$ cat src/sv/tfc_div_pipe.sv
// pipelined restoring divider, one quotient bit per register stage
// carries a sideband word alongside; no package dependencies
`default_nettype none

module tfc_div_pipe #(
    parameter int unsigned NUM_W  = 8,
    parameter int unsigned DEN_W  = 8,
    parameter int unsigned SIDE_W = 1
) (
    input  wire logic              aclk,
    input  wire logic              aresetn,
    input  wire logic              en,
    input  wire logic              in_valid,
    input  wire logic [NUM_W-1:0]  in_num,
    input  wire logic [DEN_W-1:0]  in_den,
    input  wire logic [SIDE_W-1:0] in_side,
    output logic                   out_valid,
    output logic [NUM_W-1:0]       out_quo,
    output logic [DEN_W-1:0]       out_rem,
    output logic [SIDE_W-1:0]      out_side
);

    logic [NUM_W-1:0]  v_reg;
    logic [NUM_W-1:0]  nq_reg   [NUM_W];
    logic [DEN_W-1:0]  rem_reg  [NUM_W];
    logic [DEN_W-1:0]  den_reg  [NUM_W];
    logic [SIDE_W-1:0] side_reg [NUM_W];

    logic [NUM_W-1:0]  nq_prev  [NUM_W];
    logic [DEN_W-1:0]  rem_prev [NUM_W];
    logic [DEN_W-1:0]  den_prev [NUM_W];
    logic [NUM_W-1:0]  nq_next  [NUM_W];
    logic [DEN_W-1:0]  rem_next [NUM_W];
    logic [DEN_W:0]    trial    [NUM_W];
    logic [NUM_W-1:0]  fits;

    always_comb begin
        nq_prev[0]  = in_num;
        rem_prev[0] = '0;
        den_prev[0] = in_den;
        for (int i = 1; i < NUM_W; i++) begin
            nq_prev[i]  = nq_reg[i-1];
            rem_prev[i] = rem_reg[i-1];
            den_prev[i] = den_reg[i-1];
        end
        for (int i = 0; i < NUM_W; i++) begin
            // shift in the next numerator bit, subtract when it fits
            trial[i]    = {rem_prev[i], nq_prev[i][NUM_W-1]};
            fits[i]     = trial[i] >= {1'b0, den_prev[i]};
            nq_next[i]  = {nq_prev[i][NUM_W-2:0], fits[i]};
            rem_next[i] = fits[i] ? DEN_W'(trial[i] - {1'b0, den_prev[i]})
                                  : trial[i][DEN_W-1:0];
        end
    end

    always_ff @(posedge aclk) begin
        if (!aresetn) begin
            v_reg <= '0;
        end else if (en) begin
            v_reg <= {v_reg[NUM_W-2:0], in_valid};
        end
    end

    always_ff @(posedge aclk) begin
        if (en) begin
            for (int i = 0; i < NUM_W; i++) begin
                nq_reg[i]  <= nq_next[i];
                rem_reg[i] <= rem_next[i];
                den_reg[i] <= den_prev[i];
            end
            side_reg[0] <= in_side;
            for (int i = 1; i < NUM_W; i++) begin
                side_reg[i] <= side_reg[i-1];
            end
        end
    end

    assign out_valid = v_reg[NUM_W-1];
    assign out_quo   = nq_reg[NUM_W-1];
    assign out_rem   = rem_reg[NUM_W-1];
    assign out_side  = side_reg[NUM_W-1];

endmodule

`default_nettype wire

$ cat config.mk
export PLATFORM = sky130hd
export DESIGN_NAME = tfc_div_pipe
export DESIGN_NICKNAME = d
export VERILOG_FILES = /design/src/sv/tfc_div_pipe.sv
export SDC_FILE = /design/constraint.sdc
export NUM_CORES = 1
export LEC_CHECK = 0
export BUFFER_PORTS_ARGS = -buffer_cell sky130_fd_sc_hd__clkbuf_2
export CAP_MARGIN = 20
export CELL_PAD_IN_SITES_DETAIL_PLACEMENT = 1
export CELL_PAD_IN_SITES_GLOBAL_PLACEMENT = 2
export CORE_MARGIN = 2
export CORE_UTILIZATION = 44
export DETAILED_ROUTE_END_ITERATION = 7
export MAX_ROUTING_LAYER = met4
export PLACE_DENSITY_LB_ADDON = 0.1
export SKIP_LAST_GASP = 1
export SYNTH_ARGS = -nofsm -noshare
export SYNTH_HDL_FRONTEND = slang
export SYNTH_SLANG_ARGS = --single-unit
$ cat constraint.sdc
create_clock -name aclk -period 2.5 [get_ports aclk]
set_input_delay 0.5 -clock aclk [delete_from_list [all_inputs] [get_ports aclk]]
set_output_delay 0.5 -clock aclk [all_outputs]
set_load 0.01 [all_outputs]
### After elaboration in Yosys (flattened, before gate mapping)

Memory sizes are Yosys's and may differ from the RTL's.
Index checks and enable logic that the tools add are counted.

* magnitude comparators: 8
* add/subtract/negate cells: 8
* multiplexer cells: 10

Operators with widths (number)
* 8-bit two-way mux: 8
* 9-bit by 8-bit greater-or-equal comparator with 1-bit output: 7
* 8-bit subtractor: 7
* 1-bit by 8-bit greater-or-equal comparator with 1-bit output: 1
* 1-bit by 8-bit subtractor with 8-bit output: 1
* 1-bit two-way mux: 2

* memories kept: 4
* RAM bits: 200
* flip-flop bits (word level): 8

Memories
* den_reg: depth 8, bits a word 8, read ports 7, clocked after Yosys merged registers in 0, wr ports 8, RTL line 26 `logic [DEN_W-1:0] den_reg [NUM_W];`
* nq_reg: depth 8, bits a word 8, read ports 8, clocked after Yosys merged registers in 0, wr ports 8, RTL line 24 `logic [NUM_W-1:0] nq_reg [NUM_W];`
* rem_reg: depth 8, bits a word 8, read ports 8, clocked after Yosys merged registers in 0, wr ports 8, RTL line 25 `logic [DEN_W-1:0] rem_reg [NUM_W];`
* side_reg: depth 8, bits a word 1, read ports 8, clocked after Yosys merged registers in 0, wr ports 8, RTL line 27 `logic [SIDE_W-1:0] side_reg [NUM_W];`

### Longest topological paths before layout

An unclocked memory read counts as a cell.

* depth after elaboration: 3
* depth in mapped cells: 8
* gate-level depth less buffers: 8

### Worst setup path before layout

Ideal clock, no wire load.

* path type: reg2reg
* start point: memory den_reg[5][0]
* end point: memory rem_reg[6][6] (netlist: rem_reg[1][22]) (data pin)
* cell stages (with the launch flop): 8
* path buffers: 0
* data arrival time: 1.865 ns
* data required time: 2.240 ns
* setup slack: 0.375 ns
* clock period less this slack: 2.125 ns
* cell sequence: edfxtp_1 ha_1 fa_1 nor2b_1 o31a_1 nor4_1 a311o_1 mux2_4

RTL lines (RTL line)
* start, declared: 26
* end, declared: 25

==> run_results.csv <==
group,metric,value,unit
run_status,status,"finished, final reports clean",
pwr,p_clk_share,26.6,%
worst_setup_path,r2r-start,"rem_reg[1][5]",
worst_setup_path,path_buf_inv,0,
worst_setup_path,crit_arrival,2.57,ns
worst_hold_path,hold_start,"in_num[0]",
drt,first_iter_violations,266,
worst_setup_path,worstPathMaxFanout,8,
layout,syn2layout_area_growth,12.8,%
worst_setup_path,crit_chain,"ha_1 -> a21o_1 -> o21bai_1 -> a21boi_2 -> a21boi_4 -> mux2_2",
worst_setup_path,crit_path_end_kind,"register",
clock_network,numCtsBuffers,17,
floorplan,core,21200,um2
floorplan,chipHeight,151,um
sta,fin_crit_sh,95.2,%
synth,synth_area_per_cell,13.4,um2
synth,synth-main-ff-cell,"edfxtp_1",
layout,layout.nets,862,
clock_network,tritoncts,"done",
clock_network,h-tree-depth,4,
clock_network,postCtsSetupBuffers,0,
global_routing,grt_start_max_net_pins,49,
sta,finalHoldViolations,0,
place,gp_congestion,0.882,
sta,finClkSkew,0.0109,ns
floorplan,chipWidth,151,um
pwr,sw_frac_of_total,31.1,%
floorplan,rows,53,
sta,setup_viol,0,
pwr,seq_power_share,44.6,%
pwr,leakagePower,4.20,nW
pwr,peakVddDrop,0.421,mV
synth,synth-edff-count,192,
worst_setup_path,timing_worst_setup_path_type,"register to register",
synth,ys_warn_count,0,
layout,fillers,2141,
sta,slew_headroom,59.9,%
drt,avgRoutedWirePerCell,16.6,um
floorplan,initial_core_util,45.2,%
global_routing,grt_overflow,0,
worst_setup_path,cp-startpoint,"rem_reg[1][5]",
clock_network,clk_pin_slew,0.08,ns
clock_network,cts_buffer_depth,2,
worst_setup_path,cp-start-kind,"register",
global_routing,grt_pass1_wl,29600,um
sta,fin_hold_ws,0.231,ns
global_routing,grt_pass1_vias,5982,
drt,firstDrtPassIters,4,
synth,netlist_instances,715,
sta,rsz0062_at_grt,"false",
worst_setup_path,cp.required,2.69,ns
drt,drc,0,
layout,drive_gt1_share,14.3,%
place,portBuffers,38,
synth,ys_top_cells_by_area,"edfxtp_1 60%, ha_1 7.6%, inv_1 3.3%, o21ai_0 2.4%, nand2_1 2.0%",
floorplan,die_area,22900,um2
synth,synth_area,9560,um2
synth,synth_async_sr_flop_share,0,%
pwr,finalPower,10.4,mW
sta,post-route-min-period,2.38,ns
clock_network,insertion_delay,0.44,ns
floorplan,io_pins,39,
pwr,power_density,965,nW/um2
global_routing,antenna_found_initial,1,
drt,dr_total_vias,5486,
pwr,p_int,7.17,mW
layout,final_common_cell,"edfxtp_1",
synth,ys_ff_latch,200,
drt,avgViaCountPerCell,5.15,
pwr,p_sw,3.24,mW
global_routing,grt_usage,17.3,%
sta,drv_slew,0,
synth,yosys.area.top_type_share,60.3,%
flow_run,drv_cap,0,
pwr,comb_power_share,28.8,%
synth,syn_nets,801,
worst_setup_path,critical_path.top_delay_family,"compound AO/OA/AOI/OAI gates",
sta,setup_tns,0,ns
drt,ant_nets,0,
worst_setup_path,cpMaxStageDelayCell,"edfxtp_1",
clock_network,cts_root_buf,"clkbuf_16",
synth,synth_cell_types,46,
worst_setup_path,max_stage_delay,0.43,ns
layout,mostFrequentLayoutCells,"192 x edfxtp_1, 83 x inv_1, 58 x ha_1, 52 x nand2_1, 46 x o21ai_0",
place,dp_hpwl,13200,um
worst_hold_path,hp-class,"input port to register",
sta,worst_pin_slew,0.596,ns
drt,routed_wirelength,17700,um
sta,max_freq,0.420,GHz
synth,synth.yosys.seq_area_share,62.0,%
clock_network,cts.sinks,200,
synth,synth_top_area_cell,"edfxtp_1",
-- cell families after synthesis --
kind of cell / share of synthesized area, %
buffers and inverters: 3.77
AOI/OAI and AO/OA: 11.2
DFF: 62.0
xor gates and xnor gates: 1.92
and+or+nand+nor: 8.79
adders and majority gates: 9.05
muxes: 3.27
-- cell type report --
type / count / area [um2] / share of cell area (%)
sequential: 200 / 5930 / 54.9
multi-input combinational: 427 / 3280 / 30.4
clock buffer: 19 / 464 / 4.30
tap: 275 / 344 / 3.19
timing repair buffer: 47 / 317 / 2.93
inverter: 83 / 312 / 2.89
clock inverter: 13 / 144 / 1.33
antenna: 1 / 2.50 / 0.0232
-- metal layers --
metal	vias up	routed length, um	track usage [%]
met5	-	0	-
met4	0	384	6.50
met3	30	355	3.10
met2	49	9220	30.3
met1	2668	7770	19.7
li1	2739	-	-
-- final timing paths --
| check | to | slack [ns] | depth (start not counted) |
|---|---|---|---|
| worst max register to register | rem_reg[1][10] | 0.12 | 6 |
| worst min-delay path | nq_reg[0][1] | 0.23 | 1 |
| worst max-delay path | rem_reg[1][10] | 0.12 | 6 |
| worst min register to register | nq_reg[0][17] | 0.42 | 0 |
-- worst reg2reg max path: cells and delay by family (launching register included) --
| family | cells | cell delay (ns) |
|---|---|---|
| multiplexers | 1 | 0.39 |
| AO/OA/AOI/OAI | 4 | 0.92 |
| adder cells (fa/ha/maj) | 1 | 0.40 |
| flip-flops | 1 | 0.43 |
-- cell usage after synthesis, types with 2 or more instances --
cell / n
a31oi_1: 6
and4_1: 4
o31ai_1: 8
mux2_2: 14
a221oi_4: 4
edfxtp_1: 192
o21ai_0: 46
a21oi_1: 31
a21boi_2: 2
nor3b_1: 9
nor3_1: 5
o21a_1: 12
nand3b_1: 4
and2_1: 5
xor2_1: 7
inv_1: 83
a311o_1: 3
xnor2_1: 14
fa_1: 7
nor2_1: 23
buf_6: 4
nand2b_1: 12
o31a_1: 3
o21bai_1: 5
a211o_1: 5
or2_2: 4
nand3_1: 3
a21oi_2: 5
mux2i_1: 14
a21boi_4: 3
nand4_1: 7
dfxtp_1: 8
nand2_1: 52
a21boi_0: 8
nor4_1: 5
nor2b_1: 24
a211oi_1: 4
a21o_1: 5
ha_1: 58
-- repair_timing --
item / CTS / global route
hold buffers: 0 / 0
gates resized for setup: 0 / 1
setup endpoints to repair: 0 / 1
-- metrics by stage --
stage	instance area [um2]	utilization [%]	instances	setup WS (ns)
after floorplan	9560	-	715	0.375
after global placement	10200	48.1	1032	0.141
after detailed placement	10200	48.1	1032	0.125
after CTS	10800	51.0	1064	0.0894
after global routing	10800	51.0	1065	0.0172
final	10800	51.0	1065	0.120
-- power by group through the flow --
stage	combinational (mW)	sequential (mW)	clock, mW
after floorplan	2.25	4.65	0
after global placement	2.88	4.71	0
after detailed placement	2.99	4.73	0
after CTS	3.02	4.66	2.85
after global routing	3.38	4.71	2.98
final	3.00	4.64	2.77
No activity file was read; power rests on OpenSTA's default activity.
