### src/sv/tfc_pkg.sv
// shared types, constants and helpers of the timecode / frame-count converter
// used by tfc_front, tfc_div_pipe users and the top level; no dependencies
`default_nettype none

package tfc_pkg;

    localparam int unsigned COUNT_W = 26;
    localparam logic [COUNT_W-1:0] COUNT_MAX = '1;

    localparam logic [5:0] SEC_PER_MIN  = 6'd60;
    localparam logic [4:0] HOURS_PER_DAY = 5'd24;

    // smallest rate at which round(rate*6/100) reaches 1, 2, ... 8
    localparam logic [6:0] DROP_STEP [8] = '{7'd9, 7'd25, 7'd42, 7'd59,
                                             7'd75, 7'd92, 7'd109, 7'd125};

    // frames dropped per minute, round(rate*6/100)
    function automatic logic [3:0] drop_per_min(input logic [6:0] rate);
        logic [3:0] cnt;
        cnt = '0;
        for (int k = 0; k < 8; k++) begin
            if (rate >= DROP_STEP[k]) begin
                cnt = cnt + 4'd1;
            end
        end
        return cnt;
    endfunction

    // front end result, travels with the request into the divider chain
    typedef struct packed {
        logic               kind;
        logic [COUNT_W-1:0] fc;
        logic [3:0]         drop;
        logic [16:0]        per10;
        logic [12:0]        permin;
        logic [COUNT_W-1:0] fcres;
    } front_t;

    typedef struct packed {
        logic               kind;
        logic [COUNT_W-1:0] fcres;
    } base_t;

    typedef struct packed {
        base_t              base;
        logic [COUNT_W-1:0] fc;
        logic [3:0]         drop;
        logic [12:0]        permin;
    } side_a_t;

    typedef struct packed {
        base_t       base;
        logic [3:0]  drop;
        logic [26:0] fc1;
    } side_b_t;

    typedef struct packed {
        base_t      base;
        logic [6:0] frames;
    } side_d_t;

    typedef struct packed {
        side_d_t    d;
        logic [5:0] seconds;
    } side_e_t;

    typedef struct packed {
        side_e_t    e;
        logic [5:0] minutes;
    } side_f_t;

endpackage

`default_nettype wire

### src/sv/tfc_front.sv
// four-stage front end: timecode to frame count, plus drop-frame block sizes
// depends on tfc_pkg
`default_nettype none

module tfc_front import tfc_pkg::*; (
    input  wire logic               aclk,
    input  wire logic               aresetn,
    input  wire logic               en,
    input  wire logic               in_valid,
    input  wire logic               in_kind,
    input  wire logic               in_drop,
    input  wire logic [COUNT_W-1:0] in_fc,
    input  wire logic [6:0]         in_hours,
    input  wire logic [6:0]         in_minutes,
    input  wire logic [6:0]         in_seconds,
    input  wire logic [6:0]         in_frames,
    input  wire logic [6:0]         rate,
    output logic                    out_valid,
    output front_t                  out_data
);

    logic [3:0] v_reg;

    front_t      f1_reg, f2_reg, f3_reg, f4_reg;
    front_t      f1_next, f4_next;
    logic [18:0] sec1_reg, sec1_next;
    logic [12:0] tm1_reg, tm1_next;
    logic [6:0]  fr1_reg;
    logic [12:0] tmq2_reg, tmq2_next;
    logic [26:0] total2_reg, total2_next, total3_reg;
    logic [25:0] tq_prod;
    logic [16:0] sub3_reg, sub3_next;
    logic [26:0] diff;
    logic [3:0]  drop_next;

    always_comb begin
        drop_next       = in_drop ? drop_per_min(rate) : 4'd0;
        sec1_next       = 19'(in_hours) * 19'd3600 + 19'(in_minutes) * 19'd60
                        + 19'(in_seconds);
        tm1_next        = 13'(in_hours) * 13'd60 + 13'(in_minutes);
        f1_next.kind    = in_kind;
        f1_next.fc      = in_fc;
        f1_next.drop    = drop_next;
        f1_next.per10   = 17'(rate) * 17'd600 - 17'(drop_next) * 17'd9;
        f1_next.permin  = 13'(rate) * 13'd60 - 13'(drop_next);
        f1_next.fcres   = '0;
    end

    // tm - tm/10, with tm/10 by reciprocal, exact for tm below 8192
    always_comb begin
        tq_prod     = 26'(tm1_reg) * 26'd6554;
        tmq2_next   = tm1_reg - 13'(tq_prod[25:16]);
        total2_next = 27'(sec1_reg) * 27'(rate) + 27'(fr1_reg);
        sub3_next   = 17'(f2_reg.drop) * 17'(tmq2_reg);
    end

    always_comb begin
        diff = (total3_reg > 27'(sub3_reg)) ? total3_reg - 27'(sub3_reg) : '0;
        f4_next = f3_reg;
        f4_next.fcres = (diff > 27'(COUNT_MAX)) ? COUNT_MAX : diff[COUNT_W-1:0];
    end

    always_ff @(posedge aclk) begin
        if (!aresetn) begin
            v_reg <= '0;
        end else if (en) begin
            v_reg <= {v_reg[2:0], in_valid};
        end
    end

    always_ff @(posedge aclk) begin
        if (en) begin
            f1_reg     <= f1_next;
            sec1_reg   <= sec1_next;
            tm1_reg    <= tm1_next;
            fr1_reg    <= in_frames;
            f2_reg     <= f1_reg;
            tmq2_reg   <= tmq2_next;
            total2_reg <= total2_next;
            f3_reg     <= f2_reg;
            total3_reg <= total2_reg;
            sub3_reg   <= sub3_next;
            f4_reg     <= f4_next;
        end
    end

    assign out_valid = v_reg[3];
    assign out_data  = f4_reg;

endmodule

`default_nettype wire

### config.mk
export PLATFORM = sky130hd
export DESIGN_NAME = tfc_front
export DESIGN_NICKNAME = d
export VERILOG_FILES = /design/src/sv/tfc_pkg.sv /design/src/sv/tfc_front.sv
export SDC_FILE = /design/constraint.sdc
export NUM_CORES = 1
export LEC_CHECK = 0
export BUFFER_PORTS_ARGS = -buffer_cell sky130_fd_sc_hd__buf_2
export CAP_MARGIN = 20
export CORE_MARGIN = 10
export CORE_UTILIZATION = 55
export CTS_BUF_LIST = sky130_fd_sc_hd__clkbuf_8
export DETAILED_ROUTE_END_ITERATION = 16
export PLACE_DENSITY = 0.73
export SKIP_CTS_REPAIR_TIMING = 1
export SYNTH_ARGS = -nofsm -noshare
export SYNTH_HDL_FRONTEND = slang
export SYNTH_SLANG_ARGS = --single-unit
export TNS_END_PERCENT = 10
### constraint.sdc
create_clock -name aclk -period 13.29 [get_ports aclk]
set_input_delay 1.9935 -clock aclk [delete_from_list [all_inputs] [get_ports aclk]]
set_output_delay 1.9935 -clock aclk [all_outputs]
set_load 0.005 [all_outputs]
=== After elaboration in Yosys (flattened, before gate mapping) ===
Cells that the tools add are included.

* Input port bits: 67
* Bits in registers: 397
* Output and inout port bits: 88
* Word-level logic and storage cells: 73

* Muxes and demuxes: 10
* $add $sub $neg: 15
* Magnitude comparators: 10
* Multipliers: 9

{| class="wikitable"
|+ Operators by type and width
! operator !! count
|-
| multiplier 7 x 4 -> 11 bit (second input constant) || 3
|-
| two-way mux 4 bit || 8
|-
| adder 4 x 1 -> 4 bit (second input constant) || 7
|-
| greater-or-equal comparator 7 bit (second input constant) || 4
|-
| adder 26 x 7 -> 27 bit || 1
|-
| greater-than comparator 27 x 17 -> 1 bit || 1
|-
| greater-than comparator 27 x 26 -> 1 bit (second input constant) || 1
|-
| two-way mux 27 bit || 1
|-
| subtractor 27 x 17 -> 27 bit || 1
|-
| multiplier 19 x 7 -> 26 bit || 1
|-
| multiplier 13 x 12 -> 25 bit (second input constant) || 1
|-
| adder 19 x 13 -> 19 bit || 1
|-
| adder 19 x 7 -> 19 bit || 1
|-
| multiplier 4 x 13 -> 17 bit || 1
|-
| subtractor 17 x 8 -> 17 bit || 1
|-
| multiplier 7 x 8 -> 15 bit (second input constant) || 1
|-
| greater-or-equal comparator 7 x 6 -> 1 bit (second input constant) || 2
|-
| multiplier 7 x 7 -> 14 bit (second input constant) || 1
|-
| adder 13 x 7 -> 13 bit || 1
|-
| subtractor 13 x 10 -> 13 bit || 1
|-
| subtractor 13 x 4 -> 13 bit || 1
|-
| multiplier 4 x 4 -> 8 bit (second input constant) || 1
|-
| greater-or-equal comparator 7 x 4 -> 1 bit (second input constant) || 1
|-
| greater-or-equal comparator 7 x 5 -> 1 bit (second input constant) || 1
|-
| two-way mux 1 bit || 1
|}

=== Depth between registers and ports, before layout ===
Gate-level depths: netlist (run 1).

* Word-level depth: 19
* Mapped depth: 39
* Gate-level depth less buffers: 38

=== Worst setup path before layout (run 1) ===
Ideal clock, no wire load.

* Path type: input port to flip-flop
* Start point: input rate[2]
* End point: register f1_reg[55] (netlist bit), data pin
* Setup time: 0.260 ns
* Buffers on the path: 1
* Data required time: 13.030 ns
* Path slack: 4.239 ns
* Cell stages on the path: 36
* Data arrival time: 8.790 ns
* Cells stage by stage: clkbuf_1 -> inv_1 -> ha_1 -> and3_1 -> a221o_1 -> ha_1 -> and3_1 -> or2_2 -> ha_1 -> nand2b_1 -> o21a_1 -> ha_1 -> nand2_1 -> nand2_1 -> ha_1 -> nor2_1 -> a31oi_1 -> ha_1 -> mux2i_1 -> inv_1 -> ha_1 -> nor2_1 -> nand3b_1 -> inv_1 -> fa_1 -> inv_1 -> ha_1 -> a21oi_1 -> o21ai_0 -> and2_1 -> o21ai_0 -> nand2b_1 -> or3_1 -> nor3_1 -> nor3b_1 -> xnor2_1

{| class="wikitable"
|+ RTL lines
! element !! line !! source
|-
| from (decl) || tfc_front.sv:17 || <nowiki>input wire logic [6:0] rate,</nowiki>
|-
| to (signal assigned) || tfc_front.sv:73 || <nowiki>f1_reg <= f1_next;</nowiki>
|-
| to (decl) || tfc_front.sv:24 || <nowiki>front_t f1_reg, f2_reg, f3_reg, f4_reg;</nowiki>
|}

==> implementation parameters, run 1 <==
Parameter                              Value

Timing
  Max_slew headroom    28.02%
  Worst hold margin    0.4110 ns
  Clk_skew    ~0.035 ns
  Crit path time final    9.664 ns
  Hold Vio Cnt, Final    0
  Maximum achievable frequency    roughly 0.10 GHz
  Slew Viols, Final    0
  Number of setup violations in the final report    0
  Final Cycle Share    roughly 73%
  Pin slew with the least headroom to its limit    1.080 ns
  Setup repair after global routing missed its margin    no
  TNS Setup    0 ns

Logic synthesis
  Share of async-settable or async-resettable flops after synthesis    0%
  Sequential share of the synthesized area    42.02%
  Yosys warnings    0
  Synthesized netlist cell count    2250
  Flip-flop and latch count after synthesis    385
  Per-instance average area after synthesis    approximately 12 um2
  Post-Syn Area    27420 um2
  Synthesized netlist net count    2887
  Number of enable flip-flop cells after synthesis    381
  Number of distinct library cells after synthesis    71
  Top flip-flop cell by instance count after synthesis    sky130_fd_sc_hd__edfxtp_1

CTS
  Cell chosen for the clock root    sky130_fd_sc_hd__clkbuf_8
  Worst-path clk slew    about 0.070 ns
  Clock tree from TritonCTS    done
  Maximum buffer depth of the clock tree    3
  CTS H-tree lvls    3
  TritonCTS sink count    385
  Total clock buffers created by CTS    66
  Clock network latency to the later pin of the worst-skew pair    0.64 ns

Global route
  First-pass GRT wire length    88890 um
  Largest net degree at the start of global routing    95
  Number of antenna violations at the first check in global routing    1
  GR Overflow Total    0
  Number of global-route vias before repair    17705
  All-Layer GR Usage    between 10% and 20%

Critical path
  Standard cell with the maximum stage delay on the critical path    sky130_fd_sc_hd__fa_1
  Critical Setup Path Class    in -> reg
  Kind of start point of the critical path    primary input
  Worst r2r src    tm1_reg[3]$_DFFE_PP_
  Worst endpoint data arrival time    roughly 10 ns
  Crit Path Max Fanout    32
  Most numerous cell on the critical path    sky130_fd_sc_hd__ha_1
  Worst path max stage delay    around 0.54 ns
  Worst reg2reg endpoint    tmq2_reg[11]$_DFFE_PP_
  Sort of element at the end of the critical path    register
  Required time of the worst setup path    13.67 ns
  Worst-case reg-to-reg path depth    25
  Register-to-register setup slack    5.85 ns

Floorplan
  Number of top-level pins    155
  X dimension of the die    243.3 um
  Height of the die    243.3 um
  Initial standard-cell utilization of the core    55.78%
  Site Rows    slightly above 80
  Placeable core region    49150 um2
  Die Outline Area    about 59000 um2

Place
  Buffers on Ports    roughly 150
  Last weighted congestion value of the routability-driven placer    0.8901
  Sum of net half-perimeters after detailed placement    42180 um

Finish
  Flip-flop and latch area    11520 um2
  Flip-flop count of the largest register, all copies and words added    84
  Commonest cells after routing, fill and taps aside    sky130_fd_sc_hd__edfxtp_1 (381), sky130_fd_sc_hd__ha_1 (366), sky130_fd_sc_hd__inv_1 (347)
  Most common cell after layout, fill and taps aside    sky130_fd_sc_hd__edfxtp_1
  # fillers    3895
  Synthesis-to-layout area growth    10.27%
  Combined area of the multi-input logic cells    approximately 15000 um2
  Share of layout cells above drive strength 1    10.64%
  Net count, final    3087

Drt
  First DRT Iteration DRCs    ~940
  Via count    ~17000
  First-pass DRT Iterations    5
  Routed wire per std cell    ~17 um
  Final Routed Wirelength    53820 um
  Vias/cell    5.274
  Antenna Violating Nets Remaining    0
  Drt drc    0

Worst hold path
  Depth of the worst hold-timing path    0
  Beginning of the worst hold path    total2_reg[23]$_DFFE_PP_
  Worst Hold End    total3_reg[23]$_DFFE_PP_
  Tightest Hold Check Type    reg -> reg

Run status
  Result of the run    completed

Flow run
  Max Cap Viol    0
==> worst max-delay path by stage <==
stage / endpoint / slack (ns) / from
2_1_floorplan: f1_reg[55]$_DFFE_PP_ / 4.24 / rate[2]
3_3_place_gp: f1_reg[55]$_DFFE_PP_ / 3.41 / rate[2]
3_5_place_dp: f1_reg[55]$_DFFE_PP_ / 3.06 / rate[2]
4_1_cts: f1_reg[55]$_DFFE_PP_ / 3.74 / rate[2]
5_1_grt: f1_reg[55]$_DFFE_PP_ / 3.05 / rate[2]
6_report: f1_reg[55]$_DFFE_PP_ / 3.63 / rate[2]
==> per-stage QoR <==
stage	instance area [um2]	util (%)	std cells	worst slack [ns]
after floorplan	27420	-	2250	4.239
after global placement	28920	58.84	3045	3.414
after detailed placement	28920	58.84	3045	3.065
after CTS	30220	61.48	3164	3.744
after global routing	30240	61.51	3166	3.055
final	30240	61.51	3166	3.626
==> synth_stat cells, types with 5 or more instances <==
| cell type | count | area [um2] |
|---|---|---|
| sky130_fd_sc_hd__nand4_1 | 5 | 31.28 |
| sky130_fd_sc_hd__a21oi_1 | 118 | 590.6 |
| sky130_fd_sc_hd__a41o_1 | 5 | 50.05 |
| sky130_fd_sc_hd__xnor2_1 | 114 | 998.5 |
| sky130_fd_sc_hd__nand2_1 | 149 | 559.3 |
| sky130_fd_sc_hd__o21bai_1 | 29 | 217.7 |
| sky130_fd_sc_hd__mux2i_1 | 7 | 70.07 |
| sky130_fd_sc_hd__nor2b_1 | 23 | 143.9 |
| sky130_fd_sc_hd__o21a_1 | 15 | 112.6 |
| sky130_fd_sc_hd__a31oi_1 | 7 | 43.79 |
| sky130_fd_sc_hd__xor2_1 | 53 | 464.2 |
| sky130_fd_sc_hd__ha_1 | 366 | 4579 |
| sky130_fd_sc_hd__or3_1 | 7 | 43.79 |
| sky130_fd_sc_hd__nand3_1 | 17 | 85.08 |
| sky130_fd_sc_hd__nor3_1 | 21 | 105.1 |
| sky130_fd_sc_hd__nand2b_1 | 12 | 75.07 |
| sky130_fd_sc_hd__fa_1 | 204 | 4084 |
| sky130_fd_sc_hd__and3_1 | 9 | 56.30 |
| sky130_fd_sc_hd__a21o_1 | 40 | 300.3 |
| sky130_fd_sc_hd__o21ai_0 | 40 | 200.2 |
| sky130_fd_sc_hd__nor2_1 | 70 | 262.8 |
| sky130_fd_sc_hd__edfxtp_1 | 381 | 11440 |
| sky130_fd_sc_hd__inv_1 | 330 | 1239 |
| sky130_fd_sc_hd__and2_1 | 117 | 732.0 |
| sky130_fd_sc_hd__clkbuf_1 | 21 | 78.83 |
==> area by class of cell <==
| type | instances | area share, % |
|---|---|---|
| Tap cell | 664 | 2.748 |
| Inverter | 330 | 4.097 |
| Clock inverter | 49 | 1.101 |
| Sequential cell | 385 | 38.10 |
| Antenna cell | 1 | 0.008276 |
| Multi-Input combinational cell | 1507 | 48.00 |
| Timing Repair Buffer | 160 | 2.756 |
| Clock buffer | 70 | 3.186 |
==> kinds of logic after synthesis <==
logic type	Yosys count	synth area share, %
adders and majority gates	570	31.60
and+or+nand+nor	455	8.378
DFF	385	42.02
buffers and inverters	358	5.052
AOI/OAI and AO/OA	305	7.165
xor gates and xnor gates	170	5.535
muxes	7	0.2556
==> critical path: cells and delay by family <==
kind	cells	cell delay, ns
multiplexers	1	0.31
adder cells (fa/ha/maj)	9	2.88
buffers and inverters	5	0.95
AO/OA/AOI/OAI	6	1.18
XOR/XNOR	1	0.09
AND/OR/NAND/NOR	14	2.61
==> metal layers <==
metal / share of wire [%] / vias to the layer above / track usage [%]
met3: 5.1 / 87 / 3.381
met1: 44 / 8135 / 23.98
met2: 49 / 367 / 30.82
li1: - / 8109 / -
met5: 0 / - / 0
met4: 1.9 / 0 / 5.716
Power of run 1 is not shown: default switching activity piles up to over one toggle a cycle in this logic, so the estimate is an artifact.
==> run 2: changes to the inputs <==
clock period = 9.04 ns   (was 13.29 ns; I/O delays follow)
==> implementation parameters, run 2 (same netlist as run 1, synthesis figures left out) <==
Parameter                              Value

Critical path
  Sort of element at the end of the critical path    register
  Worst path max stage delay    0.53 ns (about the same)
  Worst-case reg-to-reg path depth    25 (unchanged)
  Worst reg2reg endpoint    tmq2_reg[11]$_DFFE_PP_
  Worst endpoint data arrival time    8.76 ns (-1.29 ns)
  Register-to-register setup slack    1.66 ns (-4.19 ns)
  Standard cell with the maximum stage delay on the critical path    sky130_fd_sc_hd__fa_1
  Kind of start point of the critical path    primary input
  Required time of the worst setup path    9.40 ns (-4.27 ns)
  Worst r2r src    tm1_reg[3]$_DFFE_PP_
  Most numerous cell on the critical path    sky130_fd_sc_hd__ha_1
  Crit Path Max Fanout    5 (-84%)
  Critical Setup Path Class    in -> reg

Flow run
  Max Cap Viol    0 (unchanged)

Finish
  Flip-flop count of the largest register, all copies and words added    84 (unchanged)
  Finished layout cell area    30300 um2 (+0.22%)
  Most common cell after layout, fill and taps aside    sky130_fd_sc_hd__edfxtp_1
  Synthesis-to-layout area growth    10.52%
  Commonest cells after routing, fill and taps aside    sky130_fd_sc_hd__edfxtp_1 (381), sky130_fd_sc_hd__ha_1 (366), sky130_fd_sc_hd__inv_1 (347)
  Net count, final    3094 (+0.23%)
  Share of layout cells above drive strength 1    10.89% (+0.25 points)

Worst hold path
  Beginning of the worst hold path    total2_reg[13]$_DFFE_PP_
  Depth of the worst hold-timing path    0 (unchanged)
  Tightest Hold Check Type    reg -> reg
  Worst Hold End    total3_reg[13]$_DFFE_PP_

Floorplan
  Die Outline Area    59180 um2 (unchanged)
  Placeable core region    49150 um2 (unchanged)
  Initial standard-cell utilization of the core    55.78% (unchanged)
  Site Rows    81 (unchanged)
  Number of top-level pins    155 (unchanged)
  Height of the die    243.3 um (unchanged)
  X dimension of the die    243.3 um (unchanged)

Place
  Area post-placement    28980 um2 (+0.21%)
  Last weighted congestion value of the routability-driven placer    0.8601 (-3.4%)
  Buffers on Ports    154 (unchanged)
  Sum of net half-perimeters after detailed placement    42430 um (+0.58%)

Timing
  Max_slew headroom    35.80% (+7.8 points)
  TNS Setup    0 ns (unchanged)
  Hold Vio Cnt, Final    0 (unchanged)
  Slew Viols, Final    0 (unchanged)
  Crit path time final    between 8 and 9 ns
  Maximum achievable frequency    0.1190 GHz
  Number of setup violations in the final report    0 (unchanged)
  Setup repair after global routing missed its margin    no
  Pin slew with the least headroom to its limit    0.9630 ns (-0.1166 ns)
  Final Cycle Share    92.92%
  Clk_skew    0.03927 ns (+0.003855 ns)

Drt
  Antenna Violating Nets Remaining    0 (unchanged)
  Routed wire per std cell    17.14 um (+0.81%)
  Drt drc    0 (unchanged)
  First-pass DRT Iterations    5 (unchanged)
  First DRT Iteration DRCs    1001 (+6.8%)
  Via count    16754 (+0.34%)
  Final Routed Wirelength    54370 um (+1.0%)
  Vias/cell    5.280 (+0.11%)

CTS
  Clock tree from TritonCTS    done
  TritonCTS sink count    385 (unchanged)
  Maximum buffer depth of the clock tree    3 (unchanged)
  Total clock buffers created by CTS    67 (+1.5%)
  Clock network latency to the later pin of the worst-skew pair    0.63 ns (about the same)
  CTS H-tree lvls    3 (unchanged)
  Cell chosen for the clock root    sky130_fd_sc_hd__clkbuf_8
  Worst-path clk slew    0.06 ns (about the same)

Global route
  GR Overflow Total    0 (unchanged)
  Largest net degree at the start of global routing    183 (+93%)
  First-pass GRT wire length    89840 um (+1.1%)
  Number of antenna violations at the first check in global routing    2 (+1)
  Number of global-route vias before repair    17640 (-0.37%)
  All-Layer GR Usage    18.58% (+0.16 points)

Run status
  Result of the run    completed
run 2: cell types whose count changed in the layout (fill, tap and decap cells not counted), sizes merged:
cell | before | now
buf | 160 | 166
clkbuf | 70 | 71
clkinv | 23 | 22
diode | 1 | 2
run 2: worst max path at each step:
stage	slack, ns	start	to	cells past startpoint
2_1_floorplan	0.63	rate[2]	f1_reg[55]$_DFFE_PP_	36
3_3_place_gp	0.36	rate[2]	f1_reg[55]$_DFFE_PP_	36
3_5_place_dp	0.06	rate[2]	f1_reg[55]$_DFFE_PP_	36
4_1_cts	0.72	rate[2]	f1_reg[55]$_DFFE_PP_	36
5_1_grt	0.18	rate[2]	f1_reg[55]$_DFFE_PP_	36
6_report	0.64	rate[2]	f1_reg[55]$_DFFE_PP_	36
run 2: routing by layer:
metal | GRT usage, % | wire length (um) | vias up
met5 | 0 | 0 | -
met4 | 5.679 | 1067 | 0
met3 | 3.468 | 2926 | 84
met2 | 31.22 | 26200 | 384
met1 | 24.04 | 24180 | 8178
li1 | - | - | 8108
run 2: worst max-delay path: cells and delay by family:
family | cells | cell delay (ns)
xor+xnor | 1 | 0.11
mux | 1 | 0.30
fa+ha+maj | 9 | 2.83
compound gates | 6 | 1.20
simple gates | 14 | 2.60
buf+inv | 5 | 0.37
run 2: metrics by stage:
step | instances | hold slack [ns] | util (%) | setup WS, ns
after floorplan | 2250 | 0.4003 | - | 0.6269
after global routing | 3173 | 0.4139 | 61.65 | 0.1825
after detailed placement | 3051 | 0.4045 | 58.96 | 0.05946
final | 3173 | 0.4094 | 61.65 | 0.6397
after CTS | 3170 | 0.4103 | 61.62 | 0.7155
after global placement | 3050 | 0.4002 | 58.94 | 0.3563
run 2: layout make-up:
class,instances,area (um2)
tap,664,830.8
antenna,2,5.005
clock inverter,48,326.6
sequential,385,11520
multi-input combinational,1507,14510
timing repair buffer,166,890.9
clock buffer,71,977.2
inverter,330,1239
fill,3825,18850
Power of run 2 is left out for the same reason.
